$ cat src/sv/rwcp_pkg.sv
// rwcp_pkg: phases, role/kind/status codes, four-character codes and the
// result item type shared by the WAVE chunk parser modules.
// No dependencies.
`default_nettype none

package rwcp_pkg;

  typedef enum logic [2:0] {
    PH_HEADER  = 3'd0,
    PH_ID      = 3'd1,
    PH_SIZE    = 3'd2,
    PH_PAYLOAD = 3'd3,
    PH_PAD     = 3'd4,
    PH_TAIL    = 3'd5,
    PH_REJECT  = 3'd6
  } phase_t;

  localparam logic [2:0] ROLE_HEADER  = 3'd0;
  localparam logic [2:0] ROLE_ID      = 3'd1;
  localparam logic [2:0] ROLE_SIZE    = 3'd2;
  localparam logic [2:0] ROLE_PAYLOAD = 3'd3;
  localparam logic [2:0] ROLE_PAD     = 3'd4;
  localparam logic [2:0] ROLE_TAIL    = 3'd5;
  localparam logic [2:0] ROLE_REJECT  = 3'd6;

  localparam logic [3:0] KIND_UNKNOWN = 4'd0;
  localparam logic [3:0] KIND_FMT     = 4'd1;
  localparam logic [3:0] KIND_DATA    = 4'd2;
  localparam logic [3:0] KIND_JUNK    = 4'd3;
  localparam logic [3:0] KIND_BEXT    = 4'd4;
  localparam logic [3:0] KIND_ACID    = 4'd5;
  localparam logic [3:0] KIND_IXML    = 4'd6;
  localparam logic [3:0] KIND_AXML    = 4'd7;
  localparam logic [3:0] KIND_OTHER   = 4'd8;

  localparam logic [1:0] STAT_PENDING = 2'd0;
  localparam logic [1:0] STAT_RIFF    = 2'd1;
  localparam logic [1:0] STAT_RF64    = 2'd2;
  localparam logic [1:0] STAT_REJECT  = 2'd3;

  // four-character codes, first byte in the low bits
  localparam logic [31:0] FCC_RIFF = 32'h4646_4952;
  localparam logic [31:0] FCC_RF64 = 32'h3436_4652;
  localparam logic [31:0] FCC_WAVE = 32'h4556_4157;
  localparam logic [31:0] FCC_FMT  = 32'h2074_6D66;
  localparam logic [31:0] FCC_DATA = 32'h6174_6164;
  localparam logic [31:0] FCC_JUNK = 32'h4B4E_554A;
  localparam logic [31:0] FCC_BEXT = 32'h7478_6562;
  localparam logic [31:0] FCC_ACID = 32'h6469_6361;
  localparam logic [31:0] FCC_IXML = 32'h4C4D_5869;
  localparam logic [31:0] FCC_AXML = 32'h6C6D_7861;

  localparam logic [31:0] HDR_LEN       = 32'd12;
  localparam logic [31:0] HDR_MAGIC_END = 32'd3;
  localparam logic [31:0] HDR_LAST      = 32'd11;
  localparam logic [31:0] FIELD_LEN     = 32'd4;
  localparam logic [31:0] MIN_CHUNK_M1  = 32'd7;

  typedef struct packed {
    logic [7:0]  byte_val;
    logic [2:0]  role;
    logic [3:0]  kind;
    logic [31:0] clen;
    logic [31:0] pidx;
    logic        last;
    logic [1:0]  fstat;
  } result_t;

  typedef struct packed {
    phase_t     phase;
    logic [1:0] status;
  } walk_status_t;

  function automatic logic [3:0] classify(input logic [31:0] id);
    logic [3:0] k;
    case (id)
      FCC_FMT:  k = KIND_FMT;
      FCC_DATA: k = KIND_DATA;
      FCC_JUNK: k = KIND_JUNK;
      FCC_BEXT: k = KIND_BEXT;
      FCC_ACID: k = KIND_ACID;
      FCC_IXML: k = KIND_IXML;
      FCC_AXML: k = KIND_AXML;
      default:  k = KIND_OTHER;
    endcase
    return k;
  endfunction

endpackage

`default_nettype wire

$ cat src/sv/rwcp_in_reg.sv
// rwcp_in_reg: input register holding one file byte ahead of the walker.
// Depends on nothing.
`default_nettype none

module rwcp_in_reg (
  input  wire logic       clk,
  input  wire logic       rst,
  input  wire logic       in_valid,
  output logic            in_ready,
  input  wire logic [7:0] file_byte,
  input  wire logic       take,
  output logic            hold_valid,
  output logic [7:0]      hold_byte
);

  assign in_ready = !hold_valid || take;

  always_ff @(posedge clk) begin
    if (rst) begin
      hold_valid <= 1'b0;
    end else if (in_ready) begin
      hold_valid <= in_valid;
    end
  end

  always_ff @(posedge clk) begin
    if (in_valid && in_ready) begin
      hold_byte <= file_byte;
    end
  end

endmodule

`default_nettype wire

$ cat src/sv/rwcp_walker.sv
// rwcp_walker: header check and chunk walk state; computes one result per byte.
// Depends on rwcp_pkg.
`default_nettype none

module rwcp_walker
  import rwcp_pkg::*;
(
  input  wire logic        clk,
  input  wire logic        rst,
  input  wire logic [31:0] file_len,
  input  wire logic [7:0]  byte_in,
  input  wire logic        take,
  output result_t          res,
  output walk_status_t     wstat
);

  logic [31:0] pos, pos_next;
  phase_t      phase, phase_next;
  logic [31:0] id_sh, id_sh_next;
  logic [31:0] size_sh, size_sh_next;
  logic [31:0] blf, blf_next;
  logic [3:0]  kind_reg, kind_reg_next;
  logic [1:0]  status, status_next;
  logic        pad, pad_next;

  logic [31:0] after;
  logic        past_end;
  logic [31:0] id_shifted, size_shifted;
  logic [31:0] blf_eff, blf_dec, size_clamp;
  logic [3:0]  kind_eff;

  assign wstat = '{phase: phase, status: status};

  always_comb begin
    pos_next      = (pos == 32'hFFFF_FFFF) ? pos : pos + 32'd1;
    phase_next    = phase;
    id_sh_next    = id_sh;
    size_sh_next  = size_sh;
    blf_next      = blf;
    kind_reg_next = kind_reg;
    status_next   = status;
    pad_next      = pad;

    // bytes left after this one: file_len - pos - 1
    after        = file_len + ~pos;
    past_end     = pos >= file_len;
    id_shifted   = {byte_in, id_sh[31:8]};
    size_shifted = {byte_in, size_sh[31:8]};
    blf_eff      = blf;
    blf_dec      = blf - 32'd1;
    size_clamp   = size_shifted;
    kind_eff     = kind_reg;

    res.byte_val = byte_in;
    res.role     = ROLE_HEADER;
    res.kind     = KIND_UNKNOWN;
    res.clen     = 32'd0;
    res.pidx     = 32'd0;
    res.last     = 1'b0;
    res.fstat    = STAT_PENDING;

    if (phase == PH_REJECT) begin
      res.role = ROLE_REJECT;
    end else if (phase == PH_HEADER) begin
      if (file_len < HDR_LEN) begin
        phase_next  = PH_REJECT;
        status_next = STAT_REJECT;
        res.role    = ROLE_REJECT;
      end else begin
        id_sh_next = id_shifted;
        if (pos == HDR_MAGIC_END) begin
          if (id_shifted == FCC_RIFF) begin
            status_next = STAT_RIFF;
          end else if (id_shifted == FCC_RF64) begin
            status_next = STAT_RF64;
          end else begin
            status_next = STAT_REJECT;
            phase_next  = PH_REJECT;
            res.role    = ROLE_REJECT;
          end
        end else if (pos >= HDR_LAST) begin
          if (id_shifted == FCC_WAVE && (status == STAT_RIFF || status == STAT_RF64)) begin
            phase_next = PH_ID;
            blf_next   = FIELD_LEN;
          end else begin
            status_next = STAT_REJECT;
            phase_next  = PH_REJECT;
            res.role    = ROLE_REJECT;
          end
        end
      end
    end else if (past_end || phase == PH_TAIL) begin
      res.role = ROLE_TAIL;
    end else begin
      unique case (phase)
        PH_ID: begin
          if (blf >= FIELD_LEN && after < MIN_CHUNK_M1) begin
            phase_next = PH_TAIL;
            res.role   = ROLE_TAIL;
          end else begin
            res.role = ROLE_ID;
            if (blf >= FIELD_LEN) begin
              blf_eff  = FIELD_LEN;
              kind_eff = KIND_UNKNOWN;
            end
            blf_dec    = blf_eff - 32'd1;
            id_sh_next = id_shifted;
            if (blf_dec == 32'd0) begin
              kind_eff   = classify(id_shifted);
              phase_next = PH_SIZE;
              blf_next   = FIELD_LEN;
            end else begin
              blf_next = blf_dec;
            end
            kind_reg_next = kind_eff;
            res.kind      = kind_eff;
          end
        end
        PH_SIZE: begin
          res.role = ROLE_SIZE;
          res.kind = kind_reg;
          if (blf == 32'd0) begin
            blf_dec = 32'd0;
          end
          if (blf_dec == 32'd0) begin
            if (size_shifted > after) begin
              size_clamp = after;
            end
            size_sh_next = size_clamp;
            res.clen     = size_clamp;
            pad_next     = size_clamp[0];
            if (size_clamp == 32'd0) begin
              phase_next = PH_ID;
              blf_next   = FIELD_LEN;
            end else begin
              phase_next = PH_PAYLOAD;
              blf_next   = size_clamp;
            end
          end else begin
            size_sh_next = size_shifted;
            blf_next     = blf_dec;
          end
        end
        PH_PAYLOAD: begin
          res.role = ROLE_PAYLOAD;
          res.kind = kind_reg;
          res.clen = size_sh;
          if (blf == 32'd0 || blf > size_sh) begin
            blf_eff = 32'd1;
          end
          blf_dec  = blf_eff - 32'd1;
          res.pidx = size_sh - blf_eff;
          res.last = (blf_eff == 32'd1);
          blf_next = blf_dec;
          if (blf_dec == 32'd0) begin
            if (pad) begin
              phase_next = PH_PAD;
            end else begin
              phase_next = PH_ID;
              blf_next   = FIELD_LEN;
            end
          end
        end
        PH_PAD: begin
          res.role   = ROLE_PAD;
          res.kind   = kind_reg;
          res.clen   = size_sh;
          pad_next   = 1'b0;
          phase_next = PH_ID;
          blf_next   = FIELD_LEN;
        end
        default: begin
          res.role   = ROLE_TAIL;
          phase_next = PH_TAIL;
        end
      endcase
    end

    res.fstat = (phase_next == PH_HEADER) ? STAT_PENDING : status_next;
    if (res.role == ROLE_REJECT) begin
      res.fstat = STAT_REJECT;
      res.kind  = KIND_UNKNOWN;
    end
  end

  always_ff @(posedge clk) begin
    if (rst) begin
      pos      <= 32'd0;
      phase    <= PH_HEADER;
      id_sh    <= 32'd0;
      size_sh  <= 32'd0;
      blf      <= 32'd0;
      kind_reg <= KIND_UNKNOWN;
      status   <= STAT_PENDING;
      pad      <= 1'b0;
    end else if (take) begin
      pos      <= pos_next;
      phase    <= phase_next;
      id_sh    <= id_sh_next;
      size_sh  <= size_sh_next;
      blf      <= blf_next;
      kind_reg <= kind_reg_next;
      status   <= status_next;
      pad      <= pad_next;
    end
  end

endmodule

`default_nettype wire

$ cat src/sv/rwcp_out_reg.sv
// rwcp_out_reg: result register driving the output channel.
// Depends on rwcp_pkg.
`default_nettype none

module rwcp_out_reg
  import rwcp_pkg::*;
(
  input  wire logic    clk,
  input  wire logic    rst,
  input  wire logic    load,
  input  wire result_t res,
  output logic         space,
  output logic         out_valid,
  input  wire logic    out_ready,
  output result_t      res_q
);

  assign space = !out_valid || out_ready;

  always_ff @(posedge clk) begin
    if (rst) begin
      out_valid <= 1'b0;
    end else if (space) begin
      out_valid <= load;
    end
  end

  always_ff @(posedge clk) begin
    if (load) begin
      res_q <= res;
    end
  end

endmodule

`default_nettype wire

$ cat src/sv/riff_wave_chunk_parser.sv
// riff_wave_chunk_parser: top level of the RIFF/RF64 WAVE chunk walker.
// Depends on rwcp_pkg, rwcp_in_reg, rwcp_walker, rwcp_out_reg.
//
// channel  | handshake            | payload
// ---------+----------------------+-------------------------------------------
// input    | in_valid / in_ready  | file_byte
// output   | out_valid/out_ready  | byte_out byte_role chunk_kind chunk_length
//          |                      | payload_index payload_last form_status
// config   | cfg_valid/cfg_ready  | file_length
//
// One byte per cycle sustained while out_ready stays high; an accepted byte
// passes the input register, then walker logic into the result register.
// Reset clears the walk state, the file length and both valid flags.
// With out_ready low the result register holds, the input register keeps its
// byte (or takes one more if it was empty) and in_ready drops. cfg_ready is always high.
`default_nettype none

module riff_wave_chunk_parser
  import rwcp_pkg::*;
(
  input  wire logic        clk,
  input  wire logic        rst,
  input  wire logic        in_valid,
  output logic             in_ready,
  input  wire logic [7:0]  file_byte,
  input  wire logic        cfg_valid,
  output logic             cfg_ready,
  input  wire logic [31:0] file_length,
  output logic             out_valid,
  input  wire logic        out_ready,
  output logic [7:0]       byte_out,
  output logic [2:0]       byte_role,
  output logic [3:0]       chunk_kind,
  output logic [31:0]      chunk_length,
  output logic [31:0]      payload_index,
  output logic             payload_last,
  output logic [1:0]       form_status
);

  logic [31:0]  file_len;
  logic         hold_valid;
  logic [7:0]   hold_byte;
  logic         space;
  logic         take;
  result_t      res;
  result_t      res_q;
  walk_status_t wstat;

  assign cfg_ready = 1'b1;

  always_ff @(posedge clk) begin
    if (rst) begin
      file_len <= 32'd0;
    end else if (cfg_valid && cfg_ready) begin
      file_len <= file_length;
    end
  end

  assign take = hold_valid && space;

  rwcp_in_reg u_in (
    .clk        (clk),
    .rst        (rst),
    .in_valid   (in_valid),
    .in_ready   (in_ready),
    .file_byte  (file_byte),
    .take       (take),
    .hold_valid (hold_valid),
    .hold_byte  (hold_byte)
  );

  rwcp_walker u_walk (
    .clk      (clk),
    .rst      (rst),
    .file_len (file_len),
    .byte_in  (hold_byte),
    .take     (take),
    .res      (res),
    .wstat    (wstat)
  );

  rwcp_out_reg u_out (
    .clk       (clk),
    .rst       (rst),
    .load      (take),
    .res       (res),
    .space     (space),
    .out_valid (out_valid),
    .out_ready (out_ready),
    .res_q     (res_q)
  );

  assign byte_out      = res_q.byte_val;
  assign byte_role     = res_q.role;
  assign chunk_kind    = res_q.kind;
  assign chunk_length  = res_q.clen;
  assign payload_index = res_q.pidx;
  assign payload_last  = res_q.last;
  assign form_status   = res_q.fstat;

  // a rejected file stays rejected until reset
  a_reject_sticky: assert property (@(posedge clk) disable iff (rst)
    wstat.phase == PH_REJECT |=> wstat.phase == PH_REJECT)
    else $error("walker left reject phase");

  // past the header only an accepted form is walked
  a_walk_status: assert property (@(posedge clk) disable iff (rst)
    (wstat.phase != PH_HEADER && wstat.phase != PH_REJECT) |->
      (wstat.status == STAT_RIFF || wstat.status == STAT_RF64))
    else $error("walking without an accepted header");

  // the last payload byte sits at the end of the clamped length
  a_last_index: assert property (@(posedge clk) disable iff (rst)
    (out_valid && payload_last) |->
      (byte_role == ROLE_PAYLOAD && payload_index == chunk_length - 32'd1))
    else $error("payload_last at wrong offset");

endmodule

`default_nettype wire
$ cat config.mk
export PLATFORM = sky130hd
export DESIGN_NAME = riff_wave_chunk_parser
export DESIGN_NICKNAME = d
export VERILOG_FILES = /design/src/sv/rwcp_pkg.sv /design/src/sv/rwcp_in_reg.sv /design/src/sv/rwcp_walker.sv /design/src/sv/rwcp_out_reg.sv /design/src/sv/riff_wave_chunk_parser.sv
export SDC_FILE = /design/constraint.sdc
export NUM_CORES = 1
export LEC_CHECK = 0
export BUFFER_PORTS_ARGS = -buffer_cell sky130_fd_sc_hd__buf_4
export CORE_MARGIN = 2
export CORE_UTILIZATION = 63
export CTS_BUF_LIST = sky130_fd_sc_hd__clkbuf_16
export CTS_CLUSTER_DIAMETER = 200
export DETAILED_ROUTE_END_ITERATION = 10
export PLACE_DENSITY = 0.82
export SLEW_MARGIN = 0
export SYNTH_ARGS = -nofsm -noshare
export SYNTH_HDL_FRONTEND = slang
export SYNTH_SLANG_ARGS = --single-unit
$ cat constraint.sdc
create_clock -name clk -period 7.29 [get_ports clk]
set_clock_uncertainty 0.1 [all_clocks]
set_input_delay 1.0935 -clock clk [delete_from_list [all_inputs] [get_ports clk]]
set_output_delay 1.0935 -clock clk [all_outputs]
set_load 0.05 [all_outputs]
### After elaboration in Yosys (flattened, before gate mapping)

Index checks and enable logic that the tools add are counted.

* input bits: 45
* bits in registers: 262

* equal/unequal tests: 30
* bitwise gates (word level): 7
* multiplexer cells: 86
* reductions and logical operators: 32
* order comparisons: 7
* $add $sub $neg: 6

Operators with widths (count)
* $mux W32: 41
* $eq A32 B31 Y1 const B: 8
* $logic_not A32 Y1: 5
* $pmux W32 S4: 1
* $sub A32 B1 Y32 const B: 3
* $mux W3: 24
* $eq A32 B30 Y1 const B: 2
* $gt A32 B32 Y1: 2
* $pmux W32 S2: 1
* $add A32 B1 Y32 const B: 1
* $add A32 B32 Y32: 1
* $eq A32 B1 Y1 const B: 1
* $eq A32 B2 Y1 const B: 1
* $eq A32 B32 Y1 const B: 1
* $ge A32 B3 Y1 const B: 1
* $ge A32 B32 Y1: 1
* $ge A32 B4 Y1 const B: 1
* $lt A32 B3 Y1 const B: 1
* $lt A32 B4 Y1 const B: 1
* $not A32 Y32: 1
* $sub A32 B32 Y32: 1
* $pmux W4 S7: 1
* $pmux W3 S4: 2
* $mux W2: 9
* other kinds (26): 57

### Logic depth before layout (Yosys ltp)

* depth after elaboration: 21
* mapped depth: 26
* depth with buffers taken out: 24

### By module

A second synthesis with hierarchy kept.

* cells, all modules: 2440
* area, all modules: 19566.3 µm²

By module, submodules not included
* rwcp_walker: times used 1, cells each 2235, sequential area each 2602.5 µm², area each 15581.2 µm²
* rwcp_out_reg: times used 1, cells each 86, sequential area each 2482.4 µm², area each 2508.7 µm²
* riff_wave_chunk_parser: times used 1, cells each 106, sequential area each 640.6 µm², area each 1181.1 µm²
* rwcp_in_reg: times used 1, cells each 13, sequential area each 260.2 µm², area each 295.3 µm²

### Least setup slack after synthesis

No wires, ideal clock.

* kind: reg2reg
* start point: register u_walk.size_sh[30]
* end point: register u_out.res_q[33] (netlist name)
* stages on the path, launching flop included: 24
* arrival time: 5.401 ns
* data required time: 6.912 ns
* buffers on the path: 3
* period minus slack after synthesis: 5.778 ns
* setup slack: 1.512 ns
* cells stage by stage: dfxtp_1 > inv_1 > ha_1 > nand4_2 > or4_4 > nor3_4 > nor2_2 > a211oi_2 > buf_2 > buf_1 > clkbuf_1 > nand2_1 > ha_1 > nand3_1 > nor3_1 > o2111ai_1 > and3_1 > o21ai_0 > a41oi_1 > o21ai_0 > o2111ai_1 > a21oi_1 > mux2i_1 > o311ai_0

* longest elaborated chain between the ends: 8

Ends and longest elaborated chain
* start: declaration: line rwcp_walker.sv:20 `logic [31:0] size_sh, size_sh_next;`
* start signal: assignment: line rwcp_walker.sv:200 `size_sh <= size_sh_next;`
* $gt A32 B32 Y1: line rwcp_walker.sv:148 `if (blf == 32'd0 || blf > size_sh) begin`
* $logic_or A1 B1 Y1: line rwcp_walker.sv:148
* $mux W32: line rwcp_walker.sv:148
* $mux W32: line rwcp_walker.sv:95 `unique case (phase)`
* $mux W32: line rwcp_walker.sv:92 `end else if (past_end || phase == PH_TAIL) begin`
* $mux W32: line rwcp_walker.sv:64 `end else if (phase == PH_HEADER) begin`
* $mux W32: line rwcp_walker.sv:62 `if (phase == PH_REJECT) begin`
* $sub A32 B32 Y32 (*): line rwcp_walker.sv:152 `res.pidx = size_sh - blf_eff;`

Mark *: on every way between the ends. The rest lies on a longest branch, timed or not. The select of a mux whose other input is x is not followed.
A chain may end at the register's enable or synchronous reset.

### Worst setup path in the final report

* start point: register u_walk.size_sh[14]
* end point: register u_out.res_q[33] (netlist name)

* longest elaborated chain between the ends: 8

Ends and longest elaborated chain (line)
* $gt A32 B32 Y1: rwcp_walker.sv:148
* $logic_or A1 B1 Y1: rwcp_walker.sv:148
* $mux W32: rwcp_walker.sv:148
* $mux W32: rwcp_walker.sv:95
* $mux W32: rwcp_walker.sv:92
* $mux W32: rwcp_walker.sv:64
* $mux W32: rwcp_walker.sv:62
* $sub A32 B32 Y32 (*): rwcp_walker.sv:152

Marks and branches as above.

==> impl_metrics.env <==
export IMPL_final_core_utilization=0.719
export IMPL_placementRows=64
export IMPL_io_pin_count=130
export IMPL_core_um2=30600
export IMPL_number_of_cells_on_the_worst_reg_to_reg_path=25
export IMPL_syn_mean_instance_area_um2=7.95
export IMPL_power_per_cell_area_nw_per_um2=257
export IMPL_yosysWarnings=0
export IMPL_grt_pass1_wl_mm=108
export IMPL_internal_power_w=0.00324
export IMPL_setup_tns_final_ns=0
export IMPL_nFillCells=2473
export IMPL_synth_top_cell_area_share=0.167
export IMPL_async_flop_share=0
export IMPL_worst_r2r_setup_slack_ns=0.47
export IMPL_detailedRoute_firstIterationViolations=2626
export IMPL_final_setup_violations=0
export IMPL_initial_utilization=0.641
export IMPL_diode_count=0
export IMPL_clock_latency_reported_for_the_late_side_of_the_worst_skew_pair_ns=0.60
export IMPL_crit_family="compound AO/OA/AOI/OAI gates"
export IMPL_nets=2763
export IMPL_critical_path_arrival_ns=7.02
export IMPL_design_die_area_um2=32600
export IMPL_grt_max_degree=80
export IMPL_gr_usage_all_layers=0.419
export IMPL_critPathCaptureType="register"
export IMPL_cp_start_kind="register"
export IMPL_synth_top_flop_cell="sky130_fd_sc_hd__dfxtp_1"
export IMPL_worstPathBufferInverterCount=3
export IMPL_ys_top_cells_by_area="sky130_fd_sc_hd__dfxtp_1, sky130_fd_sc_hd__edfxtp_1, sky130_fd_sc_hd__ha_1"
export IMPL_hold_path_class="reg2reg"
export IMPL_number_of_sinks_handled_by_clock_tree_synthesis=254
export IMPL_synth_cells=2467
export IMPL_ys_seq_area_frac=0.305
export IMPL_post_cts_resize_count=0
export IMPL_drv_max_cap_violation_count=0
export IMPL_power_frac_comb=0.444
export IMPL_power_sequential_fraction=0.278
export IMPL_path_clk_slew_ns=0.06
export IMPL_clock_path_buffers=3
export IMPL_remaining_drc_errors=0
export IMPL_dp_hpwl_mm=53.1
export IMPL_switch_share=0.426
export IMPL_min_delay_start="u_walk.kind_reg[0]"
export IMPL_cts_tree="yes"
export IMPL_timing_final_hold_violations=0
export IMPL_synth_net_count=2677
export IMPL_max_freq_mhz=147
export IMPL_grt_setup_unrepaired="no"
export IMPL_largest_register_ff_count=82
export IMPL_ys_ff_latch=254
export IMPL_post_synth_most_frequent_cells="sky130_fd_sc_hd__nor2_1, sky130_fd_sc_hd__nand2_1, sky130_fd_sc_hd__a21oi_1"
export IMPL_rr_endpoint="u_out.res_q[33]"
export IMPL_largest_register="u_out.res_q"
export IMPL_first_pass_detailed_route_iteration_total=8
export IMPL_areaGrowthSynthToFinish_pct=12.1
export IMPL_avgViaCountPerCell=6.87
export IMPL_switching_power_w=0.00241
export IMPL_cts_setup_buffers=0
export IMPL_cts_buffers_inserted=30
export IMPL_syn_area_um2=19600
export IMPL_slowest_stage="sky130_fd_sc_hd__or4_1"
export IMPL_io_buffer_count=128
export IMPL_fraction_of_final_layout_cells_with_drive_strength_greater_than_1=0.110
export IMPL_report_final_slew_viol_count=0
export IMPL_cellLeakagePower_nw=9.01
export IMPL_synth_cell_types=102
export IMPL_yosysMostFrequentCell="sky130_fd_sc_hd__nor2_1"
export IMPL_cpMostUsedCell="sky130_fd_sc_hd__o21ai_0"
export IMPL_timing_critical_path_required_ns=7.49
export IMPL_critical_path_reg2reg_startpoint="u_walk.size_sh[14]"
export IMPL_final_min_period_over_clock_period=0.936
export IMPL_die_height_um=180
export IMPL_vdd_drop_max_mv=0.256
export IMPL_ctsHoldBuffers=0
export IMPL_synth_top_area_cell="sky130_fd_sc_hd__dfxtp_1"
export IMPL_number_of_antenna_violations_at_the_first_check_in_global_routing=1
export IMPL_grt_pass1_vias=19200
export IMPL_worst_hold_path_cell_count=2
export IMPL_clock_tree_htree_level_count=1
export IMPL_die_width_um=180
export IMPL_setup_worst_path_class="reg2reg"
export IMPL_slew_at_the_pin_closest_to_its_max_slew_limit_ns=1.42
export IMPL_antenna_left=0
export IMPL_route_final_wire_length_mm=71.1
export IMPL_hold_path_end="u_walk.kind_reg[0]"
export IMPL_critical_path_max_stage_delay_ns=0.68
export IMPL_vias=20400
export IMPL_gpl_final_weighted_congestion=1.06
export IMPL_detail_route_wl_per_cell_um=23.9
export IMPL_worst_path_max_fanout=7
export IMPL_grt_remaining_overflow=0
export IMPL_timing_max_slew_rel_slack=0.0426
export IMPL_status="complete, no violations"
export IMPL_number_of_synthesized_flops_with_an_enable_pin=90
export IMPL_finalWorstPathRequiredPeriod_ns=6.82
export IMPL_p_clk_frac=0.277
export IMPL_clockRootBuffer="sky130_fd_sc_hd__clkbuf_16"
==> layout by cell type, fill, tap and decap left out, types with 9 or more instances in the layout <==
master                      Yosys  layout
sky130_fd_sc_hd__a211oi_1      56      56
sky130_fd_sc_hd__edfxtp_1      90      90
sky130_fd_sc_hd__nand2b_1      23      23
sky130_fd_sc_hd__and2_1        11      11
sky130_fd_sc_hd__o211ai_1      12      12
sky130_fd_sc_hd__a211o_1        9       9
sky130_fd_sc_hd__buf_4          3     180
sky130_fd_sc_hd__mux2i_1       68      68
sky130_fd_sc_hd__nor2b_1       20      20
sky130_fd_sc_hd__clkbuf_16      0      33
sky130_fd_sc_hd__ha_1         163     163
sky130_fd_sc_hd__inv_1        165     174
sky130_fd_sc_hd__and3_1        18      18
sky130_fd_sc_hd__nor2_1       319     319
sky130_fd_sc_hd__a21oi_1      174     174
sky130_fd_sc_hd__or4_1         12      12
sky130_fd_sc_hd__or3_1         23      23
sky130_fd_sc_hd__nor4_1        48      48
sky130_fd_sc_hd__a31oi_1       22      22
sky130_fd_sc_hd__nand4_1       52      52
sky130_fd_sc_hd__nand3_1       61      61
sky130_fd_sc_hd__xnor2_1       80      80
sky130_fd_sc_hd__nand2_1      232     232
sky130_fd_sc_hd__a221oi_1      17      17
sky130_fd_sc_hd__o21ai_0      120     119
sky130_fd_sc_hd__a21o_1        30      30
sky130_fd_sc_hd__a22oi_1       29      29
sky130_fd_sc_hd__dfxtp_1      164     164
sky130_fd_sc_hd__xor2_1        27      27
sky130_fd_sc_hd__nor3_1        76      74
sky130_fd_sc_hd__a22o_1        10      10
sky130_fd_sc_hd__o21a_1        16      16
==> layout make-up <==
type | count | area [µm²] | area share
multi-input combinational | 1918 | 12500 | 0.569
clock buffer | 33 | 826 | 0.0376
clock inverter | 23 | 191 | 0.00871
timing repair buffer | 180 | 1350 | 0.0615
sequential | 254 | 5990 | 0.272
tap | 396 | 495 | 0.0225
inverter | 169 | 636 | 0.0289
==> worst max path at each step <==
stage,from,to,slack [ns],depth (start not counted)
after floorplan,u_walk.size_sh[30],u_out.res_q[33],1.51,23
after global placement,u_walk.size_sh[30],u_out.res_q[33],0.93,25
after detailed placement,u_walk.size_sh[14],u_out.res_q[33],0.69,25
after CTS,u_walk.size_sh[27],u_out.res_q[33],0.65,25
after global routing,u_walk.size_sh[14],u_out.res_q[33],0.05,25
final,u_walk.size_sh[14],u_out.res_q[33],0.47,25
==> per-layer routing <==
metal	up-vias	wire length [µm]	track usage	share of wire
li1	9118	-	-	-
met1	9559	26700	0.522	0.38
met2	1387	32000	0.677	0.45
met3	357	7030	0.0744	0.099
met4	0	5440	0.259	0.077
met5	-	0	0	0
==> worst register-to-register path: stages (launching register included) <==
cell	delay (ns)
sky130_fd_sc_hd__dfxtp_1	0.46
sky130_fd_sc_hd__inv_1	0.11
sky130_fd_sc_hd__ha_1	0.33
sky130_fd_sc_hd__nand4_1	0.19
sky130_fd_sc_hd__or4_1	0.68
sky130_fd_sc_hd__nor3_4	0.35
sky130_fd_sc_hd__nor2_2	0.15
sky130_fd_sc_hd__a21oi_2	0.31
sky130_fd_sc_hd__nand2_1	0.16
sky130_fd_sc_hd__nor2_1	0.17
sky130_fd_sc_hd__inv_1	0.09
sky130_fd_sc_hd__ha_1	0.22
sky130_fd_sc_hd__fa_1	0.39
sky130_fd_sc_hd__nor2b_1	0.20
sky130_fd_sc_hd__o21ai_0	0.13
sky130_fd_sc_hd__a21oi_1	0.19
sky130_fd_sc_hd__buf_4	0.17
sky130_fd_sc_hd__o2111ai_1	0.19
sky130_fd_sc_hd__and3_1	0.22
sky130_fd_sc_hd__o21ai_0	0.30
sky130_fd_sc_hd__a41oi_1	0.21
sky130_fd_sc_hd__o21ai_0	0.42
sky130_fd_sc_hd__o2111ai_1	0.19
sky130_fd_sc_hd__a21oi_1	0.26
sky130_fd_sc_hd__mux2i_1	0.20
sky130_fd_sc_hd__o311ai_0	0.14
==> metrics by stage <==
| step | hold WS (ns) | instances | instance area [µm²] | setup WS, ns | power (W) |
|---|---|---|---|---|---|
| 2_1_floorplan | 0.345 | 2467 | 19600 | 1.51 | 0.00325 |
| 3_3_place_gp | 0.356 | 2917 | 21000 | 0.932 | 0.00395 |
| 3_5_place_dp | 0.372 | 2917 | 21000 | 0.691 | 0.00398 |
| 4_1_cts | 0.380 | 2973 | 22000 | 0.651 | 0.00553 |
| 5_1_grt | 0.411 | 2973 | 22000 | 0.0513 | 0.00584 |
| 6_report | 0.382 | 2973 | 22000 | 0.469 | 0.00565 |
==> logic make-up after synthesis <==
group | Yosys count | synth area share
adders and majority gates | 165 | 0.106
buffers and inverters | 295 | 0.0593
DFF | 254 | 0.305
and+or+nand+nor | 968 | 0.241
xor gates and xnor gates | 107 | 0.0478
other | 1 | 0.000191
muxes | 72 | 0.0370
AOI/OAI and AO/OA | 605 | 0.203
==> power by group through the flow <==
stage | combinational [W] | sequential [W] | clock, W
after detailed placement | 0.00238 | 0.00160 | 0
after global routing | 0.00264 | 0.00158 | 0.00162
after global placement | 0.00235 | 0.00160 | 0
after floorplan | 0.00161 | 0.00164 | 0
final | 0.00251 | 0.00157 | 0.00157
after CTS | 0.00240 | 0.00157 | 0.00156
Note: power is estimated with default switching activity, not from simulation.
